`src/rtl/core/vta_pkg.sv`:
```
// Package for the virial tensor accumulator: sizes, codes and item types.
`default_nettype none

package vta_pkg;

  localparam int NUM_SHIFTS = 32;
  localparam int SHIFT_AW   = (NUM_SHIFTS > 1) ? $clog2(NUM_SHIFTS) : 1;
  localparam int SH_IN_W    = 5;
  // wide enough for the input index, the table address and NUM_SHIFTS itself
  localparam int SH_CMP_W   = ($clog2(NUM_SHIFTS + 1) > SH_IN_W) ?
                              $clog2(NUM_SHIFTS + 1) : SH_IN_W;

  localparam int IDX_W      = 20;
  localparam int CFG_W      = 20;
  localparam int NUM_PROD   = 9;

  localparam int OUT_DEPTH  = 8;
  localparam int OUT_AW     = $clog2(OUT_DEPTH);
  localparam int CNT_W      = $clog2(OUT_DEPTH + 1);

  typedef enum logic [1:0] {
    OP_CLEAR = 2'd0,
    OP_LOAD  = 2'd1,
    OP_ADD   = 2'd2
  } op_e;

  typedef enum logic [1:0] {
    CFG_GRAPH_ENABLE = 2'd0,
    CFG_GRAPH_START  = 2'd1,
    CFG_GRAPH_END    = 2'd2
  } cfg_idx_e;

  typedef struct packed {
    logic [1:0]         opcode;
    logic [IDX_W-1:0]   atom_index;
    logic [SH_IN_W-1:0] shift_index;
    logic signed [31:0] pos_x;
    logic signed [31:0] pos_y;
    logic signed [31:0] pos_z;
    logic signed [31:0] force_x;
    logic signed [31:0] force_y;
    logic signed [31:0] force_z;
    logic               last;
  } in_t;

  typedef struct packed {
    logic signed [63:0] vir_xx;
    logic signed [63:0] vir_xy;
    logic signed [63:0] vir_xz;
    logic signed [63:0] vir_yx;
    logic signed [63:0] vir_yy;
    logic signed [63:0] vir_yz;
    logic signed [63:0] vir_zx;
    logic signed [63:0] vir_zy;
    logic signed [63:0] vir_zz;
  } out_t;

  typedef struct packed {
    logic signed [31:0] x;
    logic signed [31:0] y;
    logic signed [31:0] z;
  } shift_vec_t;

endpackage

`default_nettype wire

```
`src/rtl/core/vta_shift_mem.sv`:
```
// Shift vector table: one write port, one registered read port.
`default_nettype none

module vta_shift_mem (
  input  wire logic                           clk_i,
  input  wire logic                           we_i,
  input  wire logic [vta_pkg::SHIFT_AW-1:0]   waddr_i,
  input  wire vta_pkg::shift_vec_t            wdata_i,
  input  wire logic                           re_i,
  input  wire logic [vta_pkg::SHIFT_AW-1:0]   raddr_i,
  output vta_pkg::shift_vec_t                 rdata_o
);

  vta_pkg::shift_vec_t mem_q [vta_pkg::NUM_SHIFTS];
  vta_pkg::shift_vec_t rdata_q;

  always_ff @(posedge clk_i) begin
    if (we_i) begin
      mem_q[waddr_i] <= wdata_i;
    end
  end

  always_ff @(posedge clk_i) begin
    if (re_i) begin
      rdata_q <= mem_q[raddr_i];
    end
  end

  assign rdata_o = rdata_q;

endmodule

`default_nettype wire

```
`config.mk`:
```
export PLATFORM = sky130hd
export DESIGN_NAME = vta_shift_mem
export DESIGN_NICKNAME = d
export VERILOG_FILES = /design/src/rtl/core/vta_pkg.sv /design/src/rtl/core/vta_shift_mem.sv
export SDC_FILE = /design/constraint.sdc
export NUM_CORES = 2
export LEC_CHECK = 0
export BUFFER_PORTS_ARGS = -buffer_cell sky130_fd_sc_hd__buf_2
export CELL_PAD_IN_SITES_DETAIL_PLACEMENT = 0
export CELL_PAD_IN_SITES_GLOBAL_PLACEMENT = 1
export CORE_MARGIN = 1.5
export CORE_UTILIZATION = 33
export CTS_BUF_LIST = sky130_fd_sc_hd__clkbuf_4 sky130_fd_sc_hd__clkbuf_8
export CTS_CLUSTER_DIAMETER = 30
export CTS_CLUSTER_SIZE = 10
export DETAILED_ROUTE_END_ITERATION = 7
export PLACE_DENSITY = 0.51
export SYNTH_ARGS = -nofsm -noshare
export SYNTH_HDL_FRONTEND = slang
export SYNTH_SLANG_ARGS = --single-unit
```
`constraint.sdc`:
```
create_clock -name clk_i -period 17.1 [get_ports clk_i]
set_input_delay 3.42 -clock clk_i [delete_from_list [all_inputs] [get_ports clk_i]]
set_output_delay 3.42 -clock clk_i [all_outputs]
set_load 0.005 [all_outputs]
```
Word level (Yosys, flattened, before mapping):

Memory sizes are Yosys's and may differ from the RTL's. A register that Yosys moved wholly into a read port is not among the register bits.
Index checks and enable logic that the tools add are counted.

* output and inout bits: 96
* memories: 1
* register bits: 0
* memory bits (writable): 3072

Memories
* mem_q: depth 32, bits a word 96, read ports 1, clocked after memory_dff 1, write ports 1, line vta_shift_mem.sv:14 `vta_pkg::shift_vec_t mem_q [vta_pkg::NUM_SHIFTS];`

* mux-type cells: 2

Operators by type and width (count)
* $mux 1: 2

Logic depth before layout (Yosys ltp):

* word-level depth: 2
* depth in mapped cells: 9
* mapped depth without buffers: 4

Worst setup path after synthesis:

No wires, ideal clock.

* path kind: input -> register
* start: input port waddr_i[1] (netlist bit)
* end: memory mem_q[12][0] (netlist bit) (enable)
* data required time: 16548 ps
* cell stages on the path: 3
* slack: 8470 ps
* setup time: 552 ps
* buffers on the path: 1
* data arrival time: 8079 ps
* cell sequence: or3b_2 > clkbuf_1 > nor2_1

RTL lines
* start, declared: line vta_shift_mem.sv:7 `input wire logic [vta_pkg::SHIFT_AW-1:0] waddr_i,`
* end, declared: line vta_shift_mem.sv:14

Straight into the memory's write port.

==> metrics.csv <==
metric,value,unit
status,completed,
Setup crit end kind,flop,
Core ar.,360000,sq um
DRC violation count after routing,0,
Syn Nets,5713,
critical path arrival,7.72,ns
clk_skew,0.0779,ns
Die Footprint,366000,sq um
Nets,6405,
Routed wire per std cell,31.1,um
Resized cells post-CTS,0,
Setup TNS,0,ns
max frequency,146,MHz
vias in the first global route,63700,
"commonest cells after routing, fill and taps aside","3168 x edfxtp_1, 768 x mux2i_1, 668 x clkbuf_8",
Global Route Usage Sum,19.4,%
Post-synth top flop,edfxtp_1,
CP Cell Sequence,"buf_8, buf_4, and2_4, buf_4, buf_4, a22oi_1, a31oi_1, nand3_1",
crit-path max FO,74,
vias per cell,5.19,
min cycle time layout,6.87,ns
Critical Path Source,raddr_i[0],
critical path's top delay family,buffers and inverters,
Row Count,220,
clk buf depth,4,
initial antenna violation count,49,
relative slew slack,20.9,%
CP max-delay cell,buf_4,
total CTS buffers,659,
Synth Warn #,0,
largest net degree at the start of global routing,124,
post-synth top area cell,edfxtp_1,
r2r startpoint,mem_q[13][83],
vias,60400,
number of hold buffers added after CTS,0,
WHS Path Cells,4,
GP Congestion,0.716,
worst vdd ir,84.9,uV
Hold WC Path Type,flop to flop,
hold endpoint,rdata_o[68],
synthesized area,120000,sq um
Die Span Y,605,um
Worst Setup Start Kind,primary input,
area of the multi-input gates,23100,sq um
final WL,362000,um
RSZ-0062 raised after global routing,no,
Worst path most repeated cell,buf_4,
Reg2Reg Capture Point,rdata_o[83],
Mapped Cells,5604,
MaxCap Viol Count,0,
Tot Pwr,0.0181,W
top post-synthesis cells by area,"edfxtp_1 80%, mux4_2 7.2%, mux2i_1 6.4%",
Worst-Margin Slew,1.19,ns
Final HPWL DP,171000,um
fin. max-slew vios,0,
DR iter-0 viols,5093,
Post-synth ARST share,0,%
Port Buffers,204,
R2R setup slack,15.26,ns
wire length of the first global-routing pass,500000,um
CTS tree,done,
CTS root buffer,clkbuf_8,
worst min-delay path startpoint,mem_q[20][68],
layout cells sized above 1,27.4,%
number of I/O pins,205,
Final Cycle Share,40.2,%
Routed Antenna Nets,0,
P_leak,46.3,nW
clk slew on worst S/H paths,0.06,ns
Reg2Reg Depth,3,
Area Overhead vs Synth,18.1,%
post-synthesis cell type count,29,
Synth Register Bits,3168,
sequential area share after synthesis,79.6,%
H-tree depth,6,
Initial DRT Pass Iterations,6,
max incr delay on CP,0.85,ns
required time of the worst setup path,17.95,ns
share of the synthesized area in the top cell type,79.6,%
crit path buf inv count,4,
Final setup violation count,0,
Filler cells,32300,
Overflow after GRT,0,
clock sink total,3168,
DIE WIDTH,605,um
syn avg cell area,21.3,sq um
"commonest non-fill, non-tap cell in the layout",edfxtp_1,
"EDFF count, synth",3168,
CP Class,primary input to flop,
Worst-Skew Late Latency,1.17,ns
final count of hold timing violations,0,
register area,95100,sq um
Cell Pwr Density,128,nW/um^2
# Post-CTS Setup Buffers,0,
Initial Util,33.2,%
metrics by stage:
step	instance area, sq um	cells	hold WS (ns)	utilization [%]	setup slack (ns)
global placement	127000	10400	0.722	35.2	8.85
floorplan	120000	5604	0.626	-	8.47
global route	141000	11600	0.773	39.2	9.86
finish	141000	11600	0.701	39.2	10.23
CTS	141000	11600	0.726	39.2	10.12
detailed placement	127000	10400	0.709	35.2	8.83
per-layer routing:
metal | share of wire, % | track usage (%) | wire [um]
met5 | 0.037 | 0 | 135
met4 | 2.0 | 4.86 | 7320
met3 | 4.8 | 3.17 | 17500
met2 | 50 | 33.4 | 182000
met1 | 43 | 25.7 | 155000
tightest hold or removal path, cell delays in order, from the launching register on:
cell,delay [ns]
edfxtp_1,0.31
mux2i_1,0.06
nand2_1,0.06
nand3_1,0.08
nand4_1,0.08
power by group:
group	internal, W	leakage [nW]	switching (W)
sequential	0.00868	28.6	0.0000466
clock	0.00506	7.31	0.00359
combinational	0.000247	10.4	0.000493
total	0.0140	46.3	0.00413
cells by family after synthesis:
kind of cell    Yosys count  share of synthesized area (%)
compound gates          627                           3.92
buf+inv                 319                           1.35
flops                  3168                           79.6
mux                    1152                           13.7
simple gates            338                           1.46
state kept, by name (all words and copies together) (netlist names):
signal,count
rdata_o,96
mem_q,3072
cell usage after synthesis, types with 9 or more instances:
| library cell | n |
|---|---|
| nand3_1 | 194 |
| and2_1 | 10 |
| a22o_1 | 51 |
| buf_6 | 20 |
| clkbuf_1 | 139 |
| nand2_1 | 12 |
| nor2_1 | 45 |
| buf_1 | 15 |
| a21oi_1 | 9 |
| nand4_1 | 45 |
| mux2i_1 | 768 |
| buf_4 | 33 |
| a31oi_1 | 51 |
| buf_2 | 111 |
| a22oi_1 | 511 |
| edfxtp_1 | 3168 |
| nor2b_1 | 15 |
| mux4_2 | 384 |
cell type report:
class | instances | area share, %
Antenna cell | 17 | 0.0301
Clock buffer | 745 | 6.92
Clock inverter | 467 | 3.33
Inverter | 1 | 0.00266
Multi-Input combinational cell | 2117 | 16.4
Sequential cell | 3168 | 67.4
Tap cell | 4773 | 4.23
Timing Repair Buffer | 349 | 1.71
how the worst max path moves through the flow:
| stage | endpoint | slack (ns) | depth (start not counted) |
|---|---|---|---|
| 6_report | rdata_o[33] | 10.23 | 8 |
| 3_5_place_dp | rdata_o[42] | 8.83 | 8 |
| 2_1_floorplan | mem_q[12][0] | 8.47 | 3 |
| 4_1_cts | rdata_o[56] | 10.12 | 8 |
| 3_3_place_gp | rdata_o[52] | 8.85 | 8 |
| 5_1_grt | rdata_o[56] | 9.86 | 8 |
Note: power is estimated with default switching activity, not from simulation.
