<file path="config.mk">
export PLATFORM = sky130hd
export DESIGN_NAME = vta_out_fifo
export DESIGN_NICKNAME = d
export VERILOG_FILES = /design/src/rtl/core/vta_pkg.sv /design/src/rtl/core/vta_out_fifo.sv
export SDC_FILE = /design/constraint.sdc
export NUM_CORES = 2
export LEC_CHECK = 0
export CAP_MARGIN = 20
export CORE_ASPECT_RATIO = 1.5
export CORE_UTILIZATION = 45
export DETAILED_ROUTE_END_ITERATION = 8
export DONT_BUFFER_PORTS = 1
export GPL_TIMING_DRIVEN = 1
export HOLD_SLACK_MARGIN = 0.03
export PLACE_DENSITY = 0.56
export SYNTH_ARGS = -nofsm -noshare
export SYNTH_HDL_FRONTEND = slang
export SYNTH_MEMORY_MAX_BITS = 65536
export SYNTH_SLANG_ARGS = --single-unit
</file>
<file path="constraint.sdc">
create_clock -name clk_i -period 44.9 [get_ports clk_i]
set_input_delay 4.49 -clock clk_i [delete_from_list [all_inputs] [get_ports clk_i]]
set_output_delay 4.49 -clock clk_i [all_outputs]
set_load 0.02 [all_outputs]
</file>
<file path="src/rtl/core/vta_pkg.sv">
// Package for the virial tensor accumulator: sizes, codes and item types.
`default_nettype none

package vta_pkg;

  localparam int NUM_SHIFTS = 32;
  localparam int SHIFT_AW   = (NUM_SHIFTS > 1) ? $clog2(NUM_SHIFTS) : 1;
  localparam int SH_IN_W    = 5;
  // wide enough for the input index, the table address and NUM_SHIFTS itself
  localparam int SH_CMP_W   = ($clog2(NUM_SHIFTS + 1) > SH_IN_W) ?
                              $clog2(NUM_SHIFTS + 1) : SH_IN_W;

  localparam int IDX_W      = 20;
  localparam int CFG_W      = 20;
  localparam int NUM_PROD   = 9;

  localparam int OUT_DEPTH  = 8;
  localparam int OUT_AW     = $clog2(OUT_DEPTH);
  localparam int CNT_W      = $clog2(OUT_DEPTH + 1);

  typedef enum logic [1:0] {
    OP_CLEAR = 2'd0,
    OP_LOAD  = 2'd1,
    OP_ADD   = 2'd2
  } op_e;

  typedef enum logic [1:0] {
    CFG_GRAPH_ENABLE = 2'd0,
    CFG_GRAPH_START  = 2'd1,
    CFG_GRAPH_END    = 2'd2
  } cfg_idx_e;

  typedef struct packed {
    logic [1:0]         opcode;
    logic [IDX_W-1:0]   atom_index;
    logic [SH_IN_W-1:0] shift_index;
    logic signed [31:0] pos_x;
    logic signed [31:0] pos_y;
    logic signed [31:0] pos_z;
    logic signed [31:0] force_x;
    logic signed [31:0] force_y;
    logic signed [31:0] force_z;
    logic               last;
  } in_t;

  typedef struct packed {
    logic signed [63:0] vir_xx;
    logic signed [63:0] vir_xy;
    logic signed [63:0] vir_xz;
    logic signed [63:0] vir_yx;
    logic signed [63:0] vir_yy;
    logic signed [63:0] vir_yz;
    logic signed [63:0] vir_zx;
    logic signed [63:0] vir_zy;
    logic signed [63:0] vir_zz;
  } out_t;

  typedef struct packed {
    logic signed [31:0] x;
    logic signed [31:0] y;
    logic signed [31:0] z;
  } shift_vec_t;

endpackage

`default_nettype wire

</file>
<file path="src/rtl/core/vta_out_fifo.sv">
// Result FIFO between the accumulator and the output channel.
`default_nettype none

module vta_out_fifo (
  input  wire logic          clk_i,
  input  wire logic          rst_ni,
  input  wire logic          push_i,
  input  wire vta_pkg::out_t push_data_i,
  output logic               valid_o,
  input  wire logic          ready_i,
  output vta_pkg::out_t      data_o
);

  vta_pkg::out_t                mem_q [vta_pkg::OUT_DEPTH];
  logic [vta_pkg::OUT_AW-1:0]   wptr_q, wptr_d;
  logic [vta_pkg::OUT_AW-1:0]   rptr_q, rptr_d;
  logic [vta_pkg::CNT_W-1:0]    count_q, count_d;
  logic                         pop;

  assign valid_o = (count_q != '0);
  assign pop     = valid_o && ready_i;
  assign data_o  = mem_q[rptr_q];

  always_comb begin
    wptr_d  = wptr_q;
    rptr_d  = rptr_q;
    count_d = count_q;
    if (push_i) begin
      wptr_d = (wptr_q == vta_pkg::OUT_AW'(vta_pkg::OUT_DEPTH - 1)) ? '0 :
               wptr_q + vta_pkg::OUT_AW'(1);
    end
    if (pop) begin
      rptr_d = (rptr_q == vta_pkg::OUT_AW'(vta_pkg::OUT_DEPTH - 1)) ? '0 :
               rptr_q + vta_pkg::OUT_AW'(1);
    end
    case ({push_i, pop})
      2'b10:   count_d = count_q + vta_pkg::CNT_W'(1);
      2'b01:   count_d = count_q - vta_pkg::CNT_W'(1);
      default: count_d = count_q;
    endcase
  end

  always_ff @(posedge clk_i or negedge rst_ni) begin
    if (!rst_ni) begin
      wptr_q  <= '0;
      rptr_q  <= '0;
      count_q <= '0;
    end else begin
      wptr_q  <= wptr_d;
      rptr_q  <= rptr_d;
      count_q <= count_d;
    end
  end

  always_ff @(posedge clk_i) begin
    if (push_i) begin
      mem_q[wptr_q] <= push_data_i;
    end
  end

endmodule

`default_nettype wire

</file>
# Word-level counts from Yosys, hierarchy flattened
# Memories as Yosys holds them, arrays and structs flattened.
# Index checks and enable logic that the tools add are counted.
# word_totals
reg_bits	10
ramBits	4608
input_bits	580
output_inout_bits	577
word_cells	20
memories	1
# memory_table
name	depth	word_bits	read_ports	rd_clocked_by_memory_dff	write_ports	line	rtl
mem_q	8	576	1	0	1	vta_out_fifo.sv:14	vta_pkg::out_t mem_q [vta_pkg::OUT_DEPTH];
# op_classes
addsub	4
n_eq_ne	4
n_mux	5
reduce_logical	3
# op_table
op	count
4-bit one-hot mux with 2 select lines	1
3-bit by 1-bit adder with 3-bit output (second input constant)	2
3-bit equality test (second input constant)	2
3-bit 2-to-1 mux	2
4-bit by 1-bit adder with 4-bit output (second input constant)	1
4-bit nonzero test	1
4-bit by 1-bit subtractor with 4-bit output (second input constant)	1
2-bit by 1-bit equality test with 1-bit output (second input constant)	1
2-bit equality test (second input constant)	1
1-bit 2-to-1 mux	2
2-bit nonzero test	1
1-bit logical AND	1

# Logic depth before layout (Yosys ltp)
# depth
ltp_word	4
mapped_depth	9
mapped_depth_nobuf	9

# Worst setup path after synthesis
# Ideal clock, no wire load.
# synth_timing
kind	input to register
from	input push_i
to	memory mem_q[0][0] (netlist bit), enable pin
setup_time_ns	2.222
arrival_time_ns	43.247
required_ns	42.678
setup_slack_ns	-0.569
path_stages	2
path_buffers	0
cell_sequence	nand2b_1 nor3_1
# synth_via
elab_chain_cells	2
# synth_rtl
item	line	rtl
from (decl)	vta_out_fifo.sv:7	input wire logic push_i,
1-bit 2-to-1 mux	vta_out_fifo.sv:56	if (push_i) begin
1-bit 2-to-1 mux (not written as such)	vta_out_fifo.sv:57	mem_q[wptr_q] <= push_data_i;
to (decl)	vta_out_fifo.sv:14	
# No other way between the ends.

==> flow_metrics.tcl <==
set metrics [dict create \
    status "finished, final reports clean" \
    fin_area_sq_um 193500 \
    tns_ns 0 \
    core-area_sq_um 382600 \
    hold_buffers 0 \
    clock.fmax_mhz 87.18 \
    period_share_pct 25.55 \
    area_growth_pct 11.75 \
    cts_tree "done" \
    ctsLongestPathBuffers 4 \
    cts_made_buffers 431 \
    p_leak_nw 59.47 \
    crit_required_ns 40.41 \
    syn_nets 7305 \
    first_global_vias 77246 \
    grt_pass1_wl_um 569100 \
    synth_seq_cells 4618 \
    slowest_delay_ns 0.98 \
    die_w_um 508.5 \
    cts-root-buf "clkbuf_16" \
    layout_common_cells "4608 x edfxtp_1, 1152 x mux4_2, 583 x mux2_2" \
    postCtsSetupRepairBufs 0 \
    nets 7555 \
    worstMarginPinSlew_ns 1.346 \
    cts-resized-gates 0 \
    worstPathArrival_ns 6.98 \
    yosys_warnings 0 \
    gp_congestion 0.7422 \
    ys_seq_area_share_pct 80.05 \
    cts_sinks 4618 \
    slowest_stage "dfrtp_4" \
    clk_pin_slew_ns 0.06 \
    htree_levels 5 \
    drc 0 \
    grt_max_degree 140 \
    syn_area_per_cell_sq_um 25.78 \
    mostFrequentLayoutCell "edfxtp_1" \
    dp_cells 11571 \
    vdd_drop_max_uv 53.59 \
    drtIter0Drc 5850 \
    clkLatencyLatePin_ns 0.96 \
    antenna_found_initial 15 \
    synth_cell_types 29 \
    rows 278 \
    grt.overflow.total 0 \
    start_util_pct 45.26 \
    die_area_sq_um 387400 \
    ios 1157 \
    dpl_cell_area_sq_um 179100 \
    skew_ns 0.04695 \
    hold_violations 0 \
    postSynthCellCount 6718 \
    wl_um 400200 \
    cp.buffers_inverters 5 \
    grtUsageTotal_pct 20.48 \
    grt_setup_unrepaired "no" \
    layout_setup_ws_ns 33.43 \
    layout.cells.non_filler 12366 \
    path_delay_family "buffers and inverters" \
    crit_type "flop to output port" \
    drv_cap 0 \
    relSlewSlack_pct 10.28 \
    finalCriticalPeriod_ns 11.47 \
    drive_gt1_share_pct 34.03 \
    wl_per_cell_um 32.36 \
    dpl.hpwl_um 225300 \
    syn-cell-area_sq_um 173200 \
    pre_cts_slack_ns 34.26 \
    slew_violations 0 \
    endpoint_kind "output port" \
    startpoint_type "flop" \
    power.density_nw_per_um2 68.93 \
    ant_nets 0 \
    crit_chain "buf_4 -> buf_4 -> buf_4 -> buf_4 -> buf_4 -> mux4_2 -> mux2_2" \
    die_y_um 761.8 \
    io_buffers 0 \
    vias 71490 \
    vias_per_cell 5.781 \
    hp-class "flop to flop" \
    path_max_fanout 66 \
    drt_first_pass_iters 5 \
    cpMostUsedCell "buf_4" \
    finalSetupViolCount 0 \
]
==> worst register-to-register path, stage by stage, from the launching register on <==
cell     delay [ns]
dfrtp_1        0.54
nand2_1        0.21
nor2_4         0.74
buf_4          0.60
buf_4          0.87
buf_4          0.91
buf_4          0.83
==> registers in the layout (all words and copies together), names as in the netlist <==
| name | count |
|---|---|
| count_q | 4 |
| rptr_q | 3 |
| wptr_q | 3 |
| mem_q | 4608 |
==> stage by stage <==
| step | hold slack [ns] | total power, mW | utilization (%) |
|---|---|---|---|
| after floorplan | 0.5064 | 9.217 | - |
| after global placement | 0.5255 | 9.797 | 46.81 |
| after detailed placement | 0.5490 | 9.837 | 46.81 |
| after CTS | 0.5642 | 13.55 | 50.55 |
| after global routing | 0.5808 | 13.87 | 50.58 |
| final | 0.5626 | 13.34 | 50.58 |
==> power by group <==
part | leakage, nW | switching, mW | internal [mW] | total (mW)
sequential | 42.0 | 0.139 | 5.41 | 5.55
combinational | 10.6 | 2.55 | 1.54 | 4.09
clock | 6.94 | 1.59 | 2.11 | 3.71
total | 59.5 | 4.28 | 9.06 | 13.3
==> kinds of logic (layout without fill, tap and decap cells) <==
family	count (synthesis)	count (layout)	share of synthesized area, %
buffers and inverters	325	932	1.012
flip-flops	4618	4618	80.05
multiplexers	1736	1736	18.78
other	0	1	0
adder cells (fa/ha/maj)	7	7	0.05057
AO/OA/AOI/OAI	6	6	0.02674
AND/OR/NAND/NOR	23	23	0.07008
XOR/XNOR	3	3	0.01518
==> cell type report <==
type,instances,area (sq um)
Sequential cell,4618,138600
Inverter,4,15.01
Antenna cell,1,2.502
Multi-Input combinational cell,1775,32870
Clock buffer,514,11140
Fill cell,29702,189100
Tap cell,5040,6306
Timing Repair Buffer,138,1384
Clock inverter,276,3172
==> cell usage after synthesis, drive strengths merged <==
library cell,n,area [sq um]
o21a,1,7.510
nand2b,3,18.77
nor2,9,33.78
mux4,1152,25940
a2111oi,1,8.760
or4b,1,10.01
mux2,583,6565
or3b,1,8.760
nand3b,1,7.510
nand2,3,11.26
buf,216,1344
xnor2,2,17.52
inv,4,15.01
xor2,1,8.760
o41ai,1,8.760
mux2i,1,10.01
o221ai,1,8.760
ha,7,87.58
or4,2,15.01
a21oi,1,5.000
clkbuf,105,394.1
nor2b,1,6.260
edfxtp,4608,138400
dfrtp,10,250.2
a21o,1,7.510
nor3,2,10.01
==> path summary, 6_finish.rpt <==
kind	from	cells after the start	slack, ns	end
min in group asynchronous	rst_ni	0	3.24	rptr_q[1]
hold / removal	count_q[2]	1	0.56	count_q[2]
setup / recovery	rptr_q[1]	7	33.43	data_o[451]
hold reg to reg	count_q[2]	1	0.56	count_q[2]
setup reg to reg	wptr_q[0]	6	39.79	mem_q[7][333]
max in group asynchronous	rst_ni	0	41.55	rptr_q[2]
==> layer usage <==
layer	GRT usage [%]	up-vias	share of wire, %
met1	24.06	39315	37
met4	5.661	2	2.7
met2	34.01	2101	50
met5	0	-	0.0032
li1	-	29580	-
met3	9.078	492	11
(Power assumes the default switching activity.)
